**src/rtl/prba_pkg.sv**
```systemverilog
// Shared constants, register indexes and controller/datapath interface types.
`default_nettype none

package prba_pkg;

   localparam int SLOTS_DEFAULT = 256;

   localparam int NUM_W       = 16;
   localparam int USE_W       = 9;
   localparam int WORD_W      = 32;
   localparam int LANE_W      = $clog2(WORD_W);
   localparam int CSR_ADDR_W  = 1;
   localparam int CSR_DATA_W  = 16;
   localparam int REQ_TDATA_W = 16;
   localparam int RSP_TDATA_W = 32;
   localparam int RSP_TUSER_W = 2;

   localparam logic [CSR_ADDR_W-1:0] REG_RANGE_FIRST = 1'b0;
   localparam logic [CSR_ADDR_W-1:0] REG_RANGE_LAST  = 1'b1;

   localparam logic [NUM_W-1:0] RANGE_FIRST_RST = 16'd0;
   localparam logic [NUM_W-1:0] RANGE_LAST_RST  = 16'd255;

   localparam logic ACT_CLAIM   = 1'b0;
   localparam logic ACT_RELEASE = 1'b1;

   typedef struct packed {
      logic load;
      logic scan;
      logic rel_check;
      logic rel_update;
      logic emit;
   } ctrl_cmd_type;

   typedef struct packed {
      logic found;
      logic exhausted;
      logic out_busy;
   } dp_status_type;

endpackage

`default_nettype wire

```
**src/rtl/prba_ctrl.sv**
```systemverilog
// Sequencing state machine for claim and release transactions.
`default_nettype none

module prba_ctrl (
   input  wire logic                    clock,
   input  wire logic                    reset,
   input  wire logic                    req_tvalid,
   input  wire logic                    req_tuser,
   output logic                         req_tready,
   input  wire prba_pkg::dp_status_type status,
   output prba_pkg::ctrl_cmd_type       cmd
);

   localparam logic [2:0] ST_IDLE       = 3'd0;
   localparam logic [2:0] ST_CLAIM      = 3'd1;
   localparam logic [2:0] ST_REL_CHECK  = 3'd2;
   localparam logic [2:0] ST_REL_UPDATE = 3'd3;
   localparam logic [2:0] ST_DONE       = 3'd4;

   logic [2:0] state_ff;
   logic [2:0] state_in;

   assign req_tready = (state_ff == ST_IDLE) && !reset;

   always_comb begin
      cmd      = '0;
      state_in = state_ff;
      case (state_ff)
         ST_IDLE: begin
            if (req_tvalid && req_tready) begin
               cmd.load = 1'b1;
               state_in = (req_tuser == prba_pkg::ACT_RELEASE) ? ST_REL_CHECK : ST_CLAIM;
            end
         end
         ST_CLAIM: begin
            cmd.scan = 1'b1;
            if (status.found || status.exhausted) begin
               state_in = ST_DONE;
            end
         end
         ST_REL_CHECK: begin
            cmd.rel_check = 1'b1;
            state_in      = ST_REL_UPDATE;
         end
         ST_REL_UPDATE: begin
            cmd.rel_update = 1'b1;
            state_in       = ST_DONE;
         end
         ST_DONE: begin
            if (!status.out_busy) begin
               cmd.emit = 1'b1;
               state_in = ST_IDLE;
            end
         end
         default: begin
            state_in = ST_IDLE;
         end
      endcase
   end

   always_ff @(posedge clock) begin
      if (reset) begin
         state_ff <= ST_IDLE;
      end else begin
         state_ff <= state_in;
      end
   end

endmodule

`default_nettype wire

```
**src/rtl/prba_dp.sv**
```systemverilog
// Datapath: range registers, taken-map memory with row valid bits, search and result registers.
`default_nettype none

module prba_dp #(
   parameter int SLOTS = prba_pkg::SLOTS_DEFAULT
) (
   input  wire logic                                clock,
   input  wire logic                                reset,
   input  wire logic                                csr_we,
   input  wire logic [prba_pkg::CSR_ADDR_W-1:0]     csr_addr,
   input  wire logic [prba_pkg::CSR_DATA_W-1:0]     csr_wdata,
   input  wire logic [prba_pkg::REQ_TDATA_W-1:0]    req_tdata,
   input  wire logic                                rsp_tready,
   output logic                                     rsp_tvalid,
   output logic [prba_pkg::RSP_TDATA_W-1:0]         rsp_tdata,
   output logic [prba_pkg::RSP_TUSER_W-1:0]         rsp_tuser,
   input  wire prba_pkg::ctrl_cmd_type              cmd,
   output prba_pkg::dp_status_type                  status
);

   localparam int NUM_W  = prba_pkg::NUM_W;
   localparam int WORD_W = prba_pkg::WORD_W;
   localparam int LANE_W = prba_pkg::LANE_W;
   localparam int USE_W  = prba_pkg::USE_W;
   localparam int ROWS   = (SLOTS + WORD_W - 1) / WORD_W;
   localparam int ROW_W  = (ROWS > 1) ? $clog2(ROWS) : 1;
   localparam int SPAN_W = $clog2(SLOTS + 1);
   localparam int PAD_W  = prba_pkg::RSP_TDATA_W - USE_W - NUM_W;

   logic [NUM_W-1:0]  first_ff;
   logic [NUM_W-1:0]  last_ff;
   logic [SPAN_W-1:0] span_ff;
   logic [SPAN_W-1:0] span_in;
   logic [NUM_W:0]    span_diff;

   logic [WORD_W-1:0] mem [0:ROWS-1];
   logic [ROWS-1:0]   row_valid_ff;
   logic [WORD_W-1:0] rd_data_ff;
   logic              rd_vld_ff;
   logic [WORD_W-1:0] rd_eff;

   logic [NUM_W-1:0]  number_ff;
   logic [ROW_W:0]    rd_row_ff;
   logic [ROW_W-1:0]  chk_row_ff;
   logic              chk_valid_ff;
   logic [ROW_W-1:0]  rel_row_ff;
   logic [LANE_W-1:0] rel_lane_ff;
   logic              rel_ok_ff;
   logic [SPAN_W-1:0] use_count_ff;

   logic              granted_ff;
   logic [NUM_W-1:0]  gnum_ff;
   logic              ignored_ff;
   logic              rsp_valid_ff;
   logic              out_granted_ff;
   logic [NUM_W-1:0]  out_number_ff;
   logic              out_ignored_ff;
   logic [USE_W-1:0]  out_use_ff;

   logic              row_more;
   logic              scan_issue;
   logic [NUM_W-1:0]  rel_offset;
   logic              rel_in;
   logic [ROW_W-1:0]  rel_row;
   logic              rd_en;
   logic [ROW_W-1:0]  rd_addr;
   logic [WORD_W-1:0] lane_ok;
   logic [WORD_W-1:0] free_bits;
   logic [LANE_W-1:0] hit_lane;
   logic              hit;
   logic              scan_hit;
   logic              rel_clear;
   logic              wr_en;
   logic [ROW_W-1:0]  wr_addr;
   logic [WORD_W-1:0] wr_data;

   // Span of the configured range, clamped to the number of slots.
   always_comb begin
      span_diff = {1'b0, last_ff} - {1'b0, first_ff} + (NUM_W + 1)'(1);
      if (last_ff < first_ff) begin
         span_in = '0;
      end else if (32'(span_diff) > SLOTS) begin
         span_in = SPAN_W'(SLOTS);
      end else begin
         span_in = SPAN_W'(span_diff);
      end
   end

   assign row_more   = 32'({rd_row_ff, {LANE_W{1'b0}}}) < 32'(span_ff);
   assign scan_issue = cmd.scan && row_more;
   assign rel_offset = number_ff - first_ff;
   assign rel_in     = (number_ff >= first_ff) && (32'(rel_offset) < 32'(span_ff));
   assign rel_row    = ROW_W'(rel_offset >> LANE_W);
   assign rd_en      = scan_issue || (cmd.rel_check && rel_in);
   assign rd_addr    = cmd.rel_check ? rel_row : rd_row_ff[ROW_W-1:0];
   assign rd_eff     = rd_vld_ff ? rd_data_ff : '0;

   always_comb begin
      for (int b = 0; b < WORD_W; b++) begin
         lane_ok[b] = 32'({chk_row_ff, LANE_W'(b)}) < 32'(span_ff);
      end
      free_bits = ~rd_eff & lane_ok;
      hit_lane  = '0;
      for (int b = WORD_W - 1; b >= 0; b--) begin
         if (free_bits[b]) begin
            hit_lane = LANE_W'(b);
         end
      end
      hit = chk_valid_ff && (|free_bits);
   end

   assign scan_hit  = cmd.scan && hit;
   assign rel_clear = cmd.rel_update && rel_ok_ff && rd_eff[rel_lane_ff];

   always_comb begin
      wr_en   = scan_hit || rel_clear;
      wr_addr = scan_hit ? chk_row_ff : rel_row_ff;
      if (scan_hit) begin
         wr_data = rd_eff | (WORD_W'(1) << hit_lane);
      end else begin
         wr_data = rd_eff & ~(WORD_W'(1) << rel_lane_ff);
      end
   end

   assign status.found     = hit;
   assign status.exhausted = !chk_valid_ff && !row_more;
   assign status.out_busy  = rsp_valid_ff && !rsp_tready;

   always_ff @(posedge clock) begin
      if (reset) begin
         first_ff <= prba_pkg::RANGE_FIRST_RST;
         last_ff  <= prba_pkg::RANGE_LAST_RST;
      end else if (csr_we) begin
         case (csr_addr)
            prba_pkg::REG_RANGE_FIRST: first_ff <= csr_wdata;
            prba_pkg::REG_RANGE_LAST:  last_ff  <= csr_wdata;
            default: begin
            end
         endcase
      end
   end

   always_ff @(posedge clock) begin
      if (reset) begin
         span_ff <= '0;
      end else begin
         span_ff <= span_in;
      end
   end

   always_ff @(posedge clock) begin
      if (wr_en) begin
         mem[wr_addr] <= wr_data;
      end
      if (rd_en) begin
         rd_data_ff <= mem[rd_addr];
         rd_vld_ff  <= row_valid_ff[rd_addr];
      end
   end

   always_ff @(posedge clock) begin
      if (reset || csr_we) begin
         row_valid_ff <= '0;
         use_count_ff <= '0;
      end else begin
         if (wr_en) begin
            row_valid_ff[wr_addr] <= 1'b1;
         end
         if (scan_hit) begin
            use_count_ff <= use_count_ff + SPAN_W'(1);
         end else if (rel_clear) begin
            use_count_ff <= use_count_ff - SPAN_W'(1);
         end
      end
   end

   always_ff @(posedge clock) begin
      if (reset) begin
         rd_row_ff    <= '0;
         chk_row_ff   <= '0;
         chk_valid_ff <= 1'b0;
         rel_ok_ff    <= 1'b0;
      end else if (cmd.load) begin
         rd_row_ff    <= '0;
         chk_valid_ff <= 1'b0;
         rel_ok_ff    <= 1'b0;
      end else begin
         if (cmd.scan) begin
            chk_valid_ff <= scan_issue;
            chk_row_ff   <= rd_row_ff[ROW_W-1:0];
            if (scan_issue) begin
               rd_row_ff <= rd_row_ff + (ROW_W + 1)'(1);
            end
         end
         if (cmd.rel_check) begin
            rel_ok_ff <= rel_in;
         end
      end
   end

   always_ff @(posedge clock) begin
      if (cmd.load) begin
         number_ff  <= req_tdata;
         granted_ff <= 1'b0;
         gnum_ff    <= '0;
         ignored_ff <= 1'b0;
      end else begin
         if (scan_hit) begin
            granted_ff <= 1'b1;
            gnum_ff    <= NUM_W'(32'(first_ff) + 32'({chk_row_ff, hit_lane}));
         end
         if (cmd.rel_check) begin
            ignored_ff  <= !rel_in;
            rel_row_ff  <= rel_row;
            rel_lane_ff <= rel_offset[LANE_W-1:0];
         end
      end
   end

   always_ff @(posedge clock) begin
      if (reset) begin
         rsp_valid_ff <= 1'b0;
      end else if (cmd.emit) begin
         rsp_valid_ff <= 1'b1;
      end else if (rsp_tready) begin
         rsp_valid_ff <= 1'b0;
      end
   end

   always_ff @(posedge clock) begin
      if (cmd.emit) begin
         out_granted_ff <= granted_ff;
         out_number_ff  <= gnum_ff;
         out_ignored_ff <= ignored_ff;
         out_use_ff     <= USE_W'(use_count_ff);
      end
   end

   assign rsp_tvalid = rsp_valid_ff;
   assign rsp_tdata  = {{PAD_W{1'b0}}, out_use_ff, out_number_ff};
   assign rsp_tuser  = {out_ignored_ff, out_granted_ff};

endmodule

`default_nettype wire

```
**src/rtl/port_range_bitmap_allocator.sv**
```systemverilog
// A release passes through the check and update states; a claim reads the map one 32-slot
// row at a time until a free slot is found or every row of the range has been read, and
// reports no grant when the range is empty. The next transaction is accepted only once
// the result has been loaded, so one transaction is handled at a time.
// A result waiting on rsp_tready holds the next one back. The map has one read port.
// Synchronous active-high reset clears the map and the count and sets the range to 0..255.
`default_nettype none

module port_range_bitmap_allocator #(
   parameter int SLOTS = prba_pkg::SLOTS_DEFAULT
) (
   input  wire logic                             clock,
   input  wire logic                             reset,
   input  wire logic                             csr_we,
   input  wire logic [prba_pkg::CSR_ADDR_W-1:0]  csr_addr,
   input  wire logic [prba_pkg::CSR_DATA_W-1:0]  csr_wdata,
   input  wire logic                             req_tvalid,
   output logic                                  req_tready,
   input  wire logic [prba_pkg::REQ_TDATA_W-1:0] req_tdata,  // [15:0] release_number
   input  wire logic                             req_tuser,  // [0] action
   output logic                                  rsp_tvalid,
   input  wire logic                             rsp_tready,
   output logic [prba_pkg::RSP_TDATA_W-1:0]      rsp_tdata,  // [15:0] granted_number,
                                                             // [24:16] slots_in_use
   output logic [prba_pkg::RSP_TUSER_W-1:0]      rsp_tuser   // [0] granted,
                                                             // [1] release_ignored
);

   prba_pkg::ctrl_cmd_type  cmd;
   prba_pkg::dp_status_type status;

   prba_ctrl u_ctrl (
      .clock      (clock),
      .reset      (reset),
      .req_tvalid (req_tvalid),
      .req_tuser  (req_tuser),
      .req_tready (req_tready),
      .status     (status),
      .cmd        (cmd)
   );

   prba_dp #(
      .SLOTS (SLOTS)
   ) u_dp (
      .clock      (clock),
      .reset      (reset),
      .csr_we     (csr_we),
      .csr_addr   (csr_addr),
      .csr_wdata  (csr_wdata),
      .req_tdata  (req_tdata),
      .rsp_tready (rsp_tready),
      .rsp_tvalid (rsp_tvalid),
      .rsp_tdata  (rsp_tdata),
      .rsp_tuser  (rsp_tuser),
      .cmd        (cmd),
      .status     (status)
   );

endmodule

`default_nettype wire

```
**config.mk**
```make
export PLATFORM = sky130hd
export DESIGN_NAME = port_range_bitmap_allocator
export DESIGN_NICKNAME = d
export VERILOG_FILES = /design/src/rtl/prba_pkg.sv /design/src/rtl/prba_ctrl.sv /design/src/rtl/prba_dp.sv /design/src/rtl/port_range_bitmap_allocator.sv
export SDC_FILE = /design/constraint.sdc
export NUM_CORES = 1
export LEC_CHECK = 0
export ABC_AREA = 1
export BUFFER_PORTS_ARGS = -buffer_cell sky130_fd_sc_hd__buf_2
export CAP_MARGIN = 20
export CELL_PAD_IN_SITES_DETAIL_PLACEMENT = 0
export CELL_PAD_IN_SITES_GLOBAL_PLACEMENT = 2
export CORE_AREA = 2 2 218 220
export CTS_BUF_LIST = sky130_fd_sc_hd__clkbuf_8
export DETAILED_ROUTE_END_ITERATION = 16
export DIE_AREA = 0 0 220 222
export PLACE_DENSITY_LB_ADDON = 0.1
export SETUP_SLACK_MARGIN = 0.5
export SLEW_MARGIN = 20
export SYNTH_ARGS = -nofsm -noshare
export SYNTH_HDL_FRONTEND = slang
export SYNTH_SLANG_ARGS = --single-unit
```
**constraint.sdc**
```tcl
create_clock -name clock -period 7.7 [get_ports clock]
set_input_delay 0.385 -clock clock [delete_from_list [all_inputs] [get_ports clock]]
set_output_delay 0.385 -clock clock [all_outputs]
set_load 0.01 [all_outputs]
```
==> results of run 1 <==
==> repair_timing <==
item / 4_1_cts / 5_1_grt
setup buffers: 0 / 0
hold endpoints to repair: 35 / 0
resized for setup: 0 / 0
hold buffers: 30 / 0
==> flip-flops by register name, summed over array words and instances, names as in the netlist, 3 cells and up <==
register            count
u_dp.use_count_ff       9
u_dp.out_number_ff     16
u_dp.row_valid_ff       8
u_dp.chk_row_ff         3
u_dp.rd_row_ff          4
u_dp.rd_data_ff        32
u_dp.last_ff           16
u_dp.mem              256
u_dp.number_ff         16
u_ctrl.state_ff         3
u_dp.rel_row_ff         3
u_dp.first_ff          16
u_dp.span_ff            9
u_dp.gnum_ff           16
u_dp.out_use_ff         9
u_dp.rel_lane_ff        5
==> power by group through the flow <==
stage	clock [mW]	combinational, mW	sequential, mW
final	1.97	1.20	2.57
after global routing	2.13	1.35	2.57
after CTS	2.02	1.21	2.57
after detailed placement	0	1.20	2.62
after global placement	0	1.20	2.62
after floorplan	0	0.852	2.61
==> final cells by class <==
class	instances	share of cell area
inverters	225	0.0359
multi-input cells	1316	0.326
flip-flops and latches	429	0.510
repair buffers	127	0.0366
clock buffers	78	0.0456
clock inverters	53	0.0136
well taps	607	0.0323
diodes	1	0.000106
==> critical path: cells and delay by family (launching register included) <==
family	cells	cell delay, ns
compound gates	1	0.15
fa+ha+maj	1	0.28
buf+inv	12	1.50
flops	1	0.38
simple gates	15	2.65
==> routing by layer <==
metal,vias up,global-route usage
met5,-,0
met4,0,0.0855
met3,81,0.0376
met2,358,0.401
met1,7271,0.309
li1,7407,-
==> worst max path at each step <==
| stage | startpoint | end | cells after the start |
|---|---|---|---|
| 2_1_floorplan | u_dp.chk_row_ff[0] | u_dp.mem[1][0] | 25 |
| 6_report | u_dp.chk_row_ff[0] | u_dp.mem[1][8] | 29 |
| 3_3_place_gp | u_dp.chk_row_ff[0] | u_dp.mem[1][29] | 29 |
| 4_1_cts | u_dp.chk_row_ff[0] | u_dp.mem[1][4] | 23 |
| 5_1_grt | u_dp.chk_row_ff[0] | u_dp.use_count_ff[8] | 35 |
| 3_5_place_dp | u_dp.chk_row_ff[0] | u_dp.mem[1][24] | 23 |
==> kinds of logic (layout without fill, tap and decap cells) <==
family	Yosys count	in the layout	synth area share
AND/OR/NAND/NOR	653	653	0.135
multiplexers	31	31	0.0168
flip-flops	429	429	0.577
buffers and inverters	314	483	0.0588
other	1	8	0.000181
adder cells (fa/ha/maj)	88	88	0.0566
AO/OA/AOI/OAI	505	505	0.142
XOR/XNOR	32	32	0.0135
==> layout by cell type, fill, tap and decap left out, drive strengths merged, types with 55 or more instances in the layout <==
cell	synthesis	layout
nor2	291	291
dfxtp	89	89
o22ai	68	68
ha	78	78
o21ai	228	228
nand2	253	253
edfxtp	340	340
nand3	55	55
a21oi	111	111
clkbuf	72	78
buf	17	97
inv	219	248
==> results.py, run 1 <==
metrics = {
    "drt": {
        "m1WireLength_mm": 24.9,
        "routed_wl_mm": 57.6,
        "drtAntennaViolNets": 0,
        "wl_per_cell_um": 20.3,
        "highest_layer": "met4",
        "vias": 15100,
        "firstDrtPassIters": 5,
        "drt_iter0_markers": 1143,
        "post_drt_via_cell_ratio": 5.33,
        "wl_met3_mm": 2.56,
        "dr_wl_met2_mm": 28.6,
        "route.detailed.drc": 0,
    },
    "logic_synthesis": {
        "ys_seq_area_frac": 0.577,
        "synthCells": 2053,
        "ys_seq_elements": 429,
        "ys_top_cells_by_area": "edfxtp_1 (49%), dfxtp_1 (8.6%), o21ai_0 (5.4%), nor2_1 (5.0%), ha_1 (4.7%)",
        "synth_common_cells": "edfxtp_1 (340), nor2_1 (274), nand2_1 (243), o21ai_0 (223), inv_1 (196)",
        "syn_area_um2": 20800,
        "synthArstFlopShare": 0,
        "synth_area_leader_cell": "edfxtp_1",
        "synthDominantCellAreaShare": 0.492,
        "syn_area_per_cell_um2": 10.1,
        "ys_types": 65,
        "yosys.cell_count.top_type": "edfxtp_1",
        "yosys_warnings": 0,
        "synth_edf_count": 340,
        "synthFlopType": "edfxtp_1",
    },
    "timing": {
        "setup_slack_ns": 2.45,
        "finalSetupTns_ns": 0,
        "fin_crit_sh": 0.682,
        "tightestPinTransition_ns": 1.09,
        "slew_headroom": 0.267,
        "max_freq_mhz": 190,
        "setup_violations": 0,
        "fin_crit_ns": 5.25,
        "hold_viol": 0,
        "fin_skew_ns": 0.0532,
        "slew_viol_final": 0,
        "whs_ns": 0.0494,
        "rsz0062_at_grt": "no",
    },
    "global_route": {
        "antenna_found_initial": 1,
        "grt_pass1_wl_mm": 87.1,
        "track_usage": 0.238,
        "grt_pass1_vias": 14800,
        "overflow": 0,
        "grt_start_max_net_pins": 78,
    },
    "cells_and_area": {
        "stdcell_count": 2836,
        "fin_area_um2": 23500,
        "regArea_um2": 12000,
        "final_nets": 2297,
        "fill_cells": 4297,
        "area_growth_syn_to_layout_pct": 13.3,
        "multi_input_area_um2": 7680,
        "drive_above_1_share": 0.136,
        "postLayoutCoreUtil": 0.509,
    },
    "hold_path": {
        "hp-start": "csr_wdata[13]",
        "hold-path-endpoint": "u_dp.first_ff[13]",
        "worst_hold_path_type": "input pin to register",
        "worstHoldPathCells": 3,
    },
    "floorplanning": {
        "row_count": 79,
        "coreArea_um2": 46300,
        "die_height_um": 222,
        "io_pins": 75,
        "dieArea_um2": 48800,
        "initial_core_util": 0.449,
        "fp.dieW_um": 220,
    },
    "pwr": {
        "power_frac_clock": 0.343,
        "p_int_mw": 3.96,
        "seqPwrFrac": 0.448,
        "ir_drop_v": 0.000135,
        "p_comb_frac": 0.209,
        "netSwitchingPower_mw": 1.78,
        "power_leakage_nw": 9.17,
        "power_density_nw_per_um2": 244,
        "switching_share": 0.310,
        "finalPower_mw": 5.74,
    },
    "setup_path": {
        "slowest_delay_ns": 0.67,
        "crit_path_start_kind": "register",
        "crit_top_cell": "inv_1",
        "end_kind": "register",
        "reg2reg_depth": 29,
        "reg2reg_to": "u_dp.mem[1][8]",
        "worst-path-max-fanout": 30,
        "reg2reg_slack_ns": 2.45,
        "crit_type": "register to register",
        "arrival_ns": 5.60,
        "crit_required_ns": 8.05,
        "cp_slowest_cell": "nor2_4",
        "reg2reg_from": "u_dp.chk_row_ff[0]",
    },
    "clocking": {
        "cts.sink_count": 429,
        "cts_tree": "done",
        "clkLatencyLatePin_ns": 0.67,
        "cts_buffers": 71,
        "cts-htree-levels": 3,
        "clk_path_buf_depth": 3,
        "root_buffer": "clkbuf_8",
        "clk_pin_slew_worst_paths_ns": 0.06,
    },
    "placement": {
        "pre_cts_ws_ns": 2.39,
        "gp_congestion": 0.900,
        "dp_hpwl_mm": 39.3,
        "port_buffers": 67,
        "dp.cells": 2673,
        "placed_area_um2": 21800,
    },
    "run": {
        "cap_viol_max_count": 0,
    },
    "run_status": {
        "status": "finished clean",
    },
}
(Power assumes the default switching activity.)
==> inputs of run 2 (changes only) <==
--- a/config.mk
+++ b/config.mk
@@ -5,15 +5,15 @@
 export SDC_FILE = /design/constraint.sdc
 export NUM_CORES = 1
 export LEC_CHECK = 0
-export ABC_AREA = 1
+export ABC_AREA = 0
 export BUFFER_PORTS_ARGS = -buffer_cell sky130_fd_sc_hd__buf_2
 export CAP_MARGIN = 20
 export CELL_PAD_IN_SITES_DETAIL_PLACEMENT = 0
 export CELL_PAD_IN_SITES_GLOBAL_PLACEMENT = 2
-export CORE_AREA = 2 2 218 220
+export CORE_AREA = 2 2 224 226
 export CTS_BUF_LIST = sky130_fd_sc_hd__clkbuf_8
 export DETAILED_ROUTE_END_ITERATION = 16
-export DIE_AREA = 0 0 220 222
+export DIE_AREA = 0 0 226 228
 export PLACE_DENSITY_LB_ADDON = 0.1
 export SETUP_SLACK_MARGIN = 0.5
 export SLEW_MARGIN = 20
==> constraint.sdc (replaced) <==
create_clock -name clock -period 5.1 [get_ports clock]
set_input_delay 0.255 -clock clock [delete_from_list [all_inputs] [get_ports clock]]
set_output_delay 0.255 -clock clock [all_outputs]
set_load 0.01 [all_outputs]
==> results.py, run 2 <==
metrics = {
    "pwr": {
        "power_density_nw_per_um2": 338,
        "seqPwrFrac": 0.465,
        "switching_share": 0.292,
        "p_int_mw": 5.94,
        "ir_drop_v": 0.000246,
        "power_leakage_nw": 9.34,
        "finalPower_mw": 8.39,
        "netSwitchingPower_mw": 2.45,
        "power_frac_clock": 0.352,
        "p_comb_frac": 0.184,
    },
    "logic_synthesis": {
        "synthCells": 2048,
        "yosys_warnings": 0,
        "ys_seq_area_frac": 0.572,
        "synthDominantCellAreaShare": 0.487,
        "syn_area_per_cell_um2": 10.2,
        "ys_seq_elements": 429,
        "yosys.cell_count.top_type": "nand2_1",
        "synth_area_leader_cell": "edfxtp_1",
        "ys_top_cells_by_area": "edfxtp_1 (49%), dfxtp_1 (8.5%), nand2_1 (7.9%), ha_1 (4.7%), nand3_1 (4.3%)",
        "syn_area_um2": 21000,
        "synth_common_cells": "nand2_1 (440), edfxtp_1 (340), nand3_1 (182), nor2_1 (134), a21oi_1 (103)",
        "synthArstFlopShare": 0,
        "synth_edf_count": 340,
        "ys_types": 83,
        "synthFlopType": "edfxtp_1",
    },
    "drt": {
        "vias": 15800,
        "drt_iter0_markers": 1089,
        "route.detailed.drc": 0,
        "routed_wl_mm": 61.1,
        "post_drt_via_cell_ratio": 5.35,
        "drtAntennaViolNets": 0,
        "firstDrtPassIters": 5,
        "wl_per_cell_um": 20.8,
    },
    "global_route": {
        "grt_start_max_net_pins": 97,
        "grt_pass1_vias": 15300,
        "track_usage": 0.240,
        "antenna_found_initial": 1,
        "grt_pass1_wl_mm": 92.2,
        "overflow": 0,
    },
    "cells_and_area": {
        "mostFrequentLayoutCells": "nand2_1 (440), edfxtp_1 (340), nand3_1 (181)",
        "postLayoutCoreUtil": 0.503,
        "fill_cells": 4535,
        "area_growth_syn_to_layout_pct": 18.4,
        "final_nets": 2337,
        "fin_area_um2": 24800,
        "max_flop_register": "u_dp.mem",
        "drive_above_1_share": 0.150,
        "final_common_cell": "nand2_1",
        "largest_registers": "u_dp.mem: 256 flops, u_dp.rd_data_ff: 32 flops",
        "largest_reg_flops": 256,
    },
    "floorplanning": {
        "coreArea_um2": 49300,
        "dieArea_um2": 51500,
        "fp.dieW_um": 226,
        "die_height_um": 228,
        "initial_core_util": 0.425,
        "io_pins": 75,
        "row_count": 82,
    },
    "hold_path": {
        "worst_hold_path_type": "input pin to register",
        "worstHoldPathCells": 5,
    },
    "clocking": {
        "cts.sink_count": 429,
        "root_buffer": "clkbuf_8",
        "cts_buffers": 76,
        "cts-htree-levels": 3,
        "clk_pin_slew_worst_paths_ns": 0.06,
        "clk_path_buf_depth": 3,
        "clkLatencyLatePin_ns": 0.68,
        "cts_tree": "done",
    },
    "placement": {
        "port_buffers": 67,
        "dp_hpwl_mm": 39.8,
        "gp_congestion": 0.899,
        "placed_area_um2": 22500,
    },
    "run_status": {
        "status": "finished clean",
    },
    "setup_path": {
        "crit_required_ns": 5.62,
        "crit_type": "register to register",
        "reg2reg_depth": 22,
        "crit_path_start_kind": "register",
        "worst-path-max-fanout": 5,
        "arrival_ns": 4.88,
        "end_kind": "register",
    },
    "timing": {
        "hold_viol": 0,
        "tightestPinTransition_ns": 1.02,
        "max_freq_mhz": 229,
        "fin_skew_ns": 0.0337,
        "rsz0062_at_grt": "no",
        "setup_violations": 0,
        "slew_viol_final": 0,
        "slew_headroom": 0.313,
        "fin_crit_ns": 4.36,
        "whs_ns": 0.0671,
        "fin_crit_sh": 0.855,
        "finalSetupTns_ns": 0,
    },
    "run": {
        "cap_viol_max_count": 0,
    },
}
[run 2: changes by cell type after synthesis, sizes merged, moves of 15 or more]
cell,delta
nand2,+187
nor2,-157
inv,-146
nand3,+127
o21ai,-125
o22ai,-41
mux2,-28
nor2b,+28
xnor2,+20
and2,+17
nand2b,+15
[run 2: worst paths after layout]
path | startpoint | slack (ns) | to
worst min register to register | u_dp.gnum_ff[12] | 0.42 | u_dp.out_number_ff[12]
worst min-delay path | req_tvalid | 0.07 | u_ctrl.state_ff[2]
worst max-delay path | u_dp.span_ff[7] | 0.74 | u_dp.gnum_ff[11]
worst max register to register | u_dp.span_ff[7] | 0.74 | u_dp.gnum_ff[11]
[run 2: cell families after synthesis]
logic type | after synthesis | share of synthesized area
AOI/OAI and AO/OA | 395 | 0.120
xor gates and xnor gates | 44 | 0.0184
adders and majority gates | 91 | 0.0576
buffers and inverters | 187 | 0.0358
DFF | 429 | 0.572
muxes | 15 | 0.00913
other | 1 | 0.000179
and+or+nand+nor | 886 | 0.187
[run 2: power groups by stage]
stage	sequential (mW)	combinational [mW]	clock, mW
global placement	3.97	1.41	0
floorplan	3.95	0.955	0
detailed placement	3.97	1.41	0
finish	3.90	1.54	2.95
CTS	3.90	1.47	3.05
global route	3.90	1.70	3.20
[run 2: metrics by stage]
step / setup WS [ns] / std cells
6_report: 0.740 / 2942
5_1_grt: 0.469 / 2942
4_1_cts: 0.500 / 2924
3_5_place_dp: -0.0209 / 2746
3_3_place_gp: 0.0256 / 2746
2_1_floorplan: 0.455 / 2054
[run 2: area by class of cell]
type	instances	area, um^2	area share
antenna	2	5.00	0.000202
clock inverter	53	253	0.0102
sequential	429	12000	0.484
timing repair buffer	191	1580	0.0637
inverter	73	277	0.0111
clock buffer	83	1140	0.0460
tap	672	841	0.0339
multi-input combinational	1439	8720	0.351
[run 2: layer usage]
metal | wire length, um | track usage | vias up | share of wire
met3 | 2840 | 0.0433 | 118 | 0.046
met5 | 0 | 0 | - | 0
met4 | 2000 | 0.0952 | 0 | 0.033
met2 | 29400 | 0.392 | 412 | 0.48
li1 | - | - | 7676 | -
met1 | 26900 | 0.315 | 7547 | 0.44
[run 2: timing repair]
action / in CTS / in global routing
hold endpoints to repair: 52 / 0
setup endpoints to repair: 242 / 94
gates resized for setup: 19 / 66
cloned: 1 / 0
buffers inserted: 5 / 16
hold buffers: 36 / 0
pin swaps: 4 / 32
[run 2: worst max-delay path, stage by stage (launching register included)]
cell and delay (ns):
dfxtp_1 0.31, inv_1 0.07, ha_4 0.33, nand4b_4 0.18
buf_6 0.18, a21oi_4 0.15, nor3_1 0.07, o32ai_1 0.27
o21a_1 0.18, o21ai_1 0.07, a211oi_1 0.23, o32ai_1 0.12
a31oi_1 0.26, o21a_2 0.25, ha_4 0.16, maj3_2 0.18
o31ai_2 0.06, o31ai_2 0.26, maj3_2 0.27, o211ai_4 0.12
a211oi_2 0.26, xnor2_1 0.14, a21oi_1 0.08
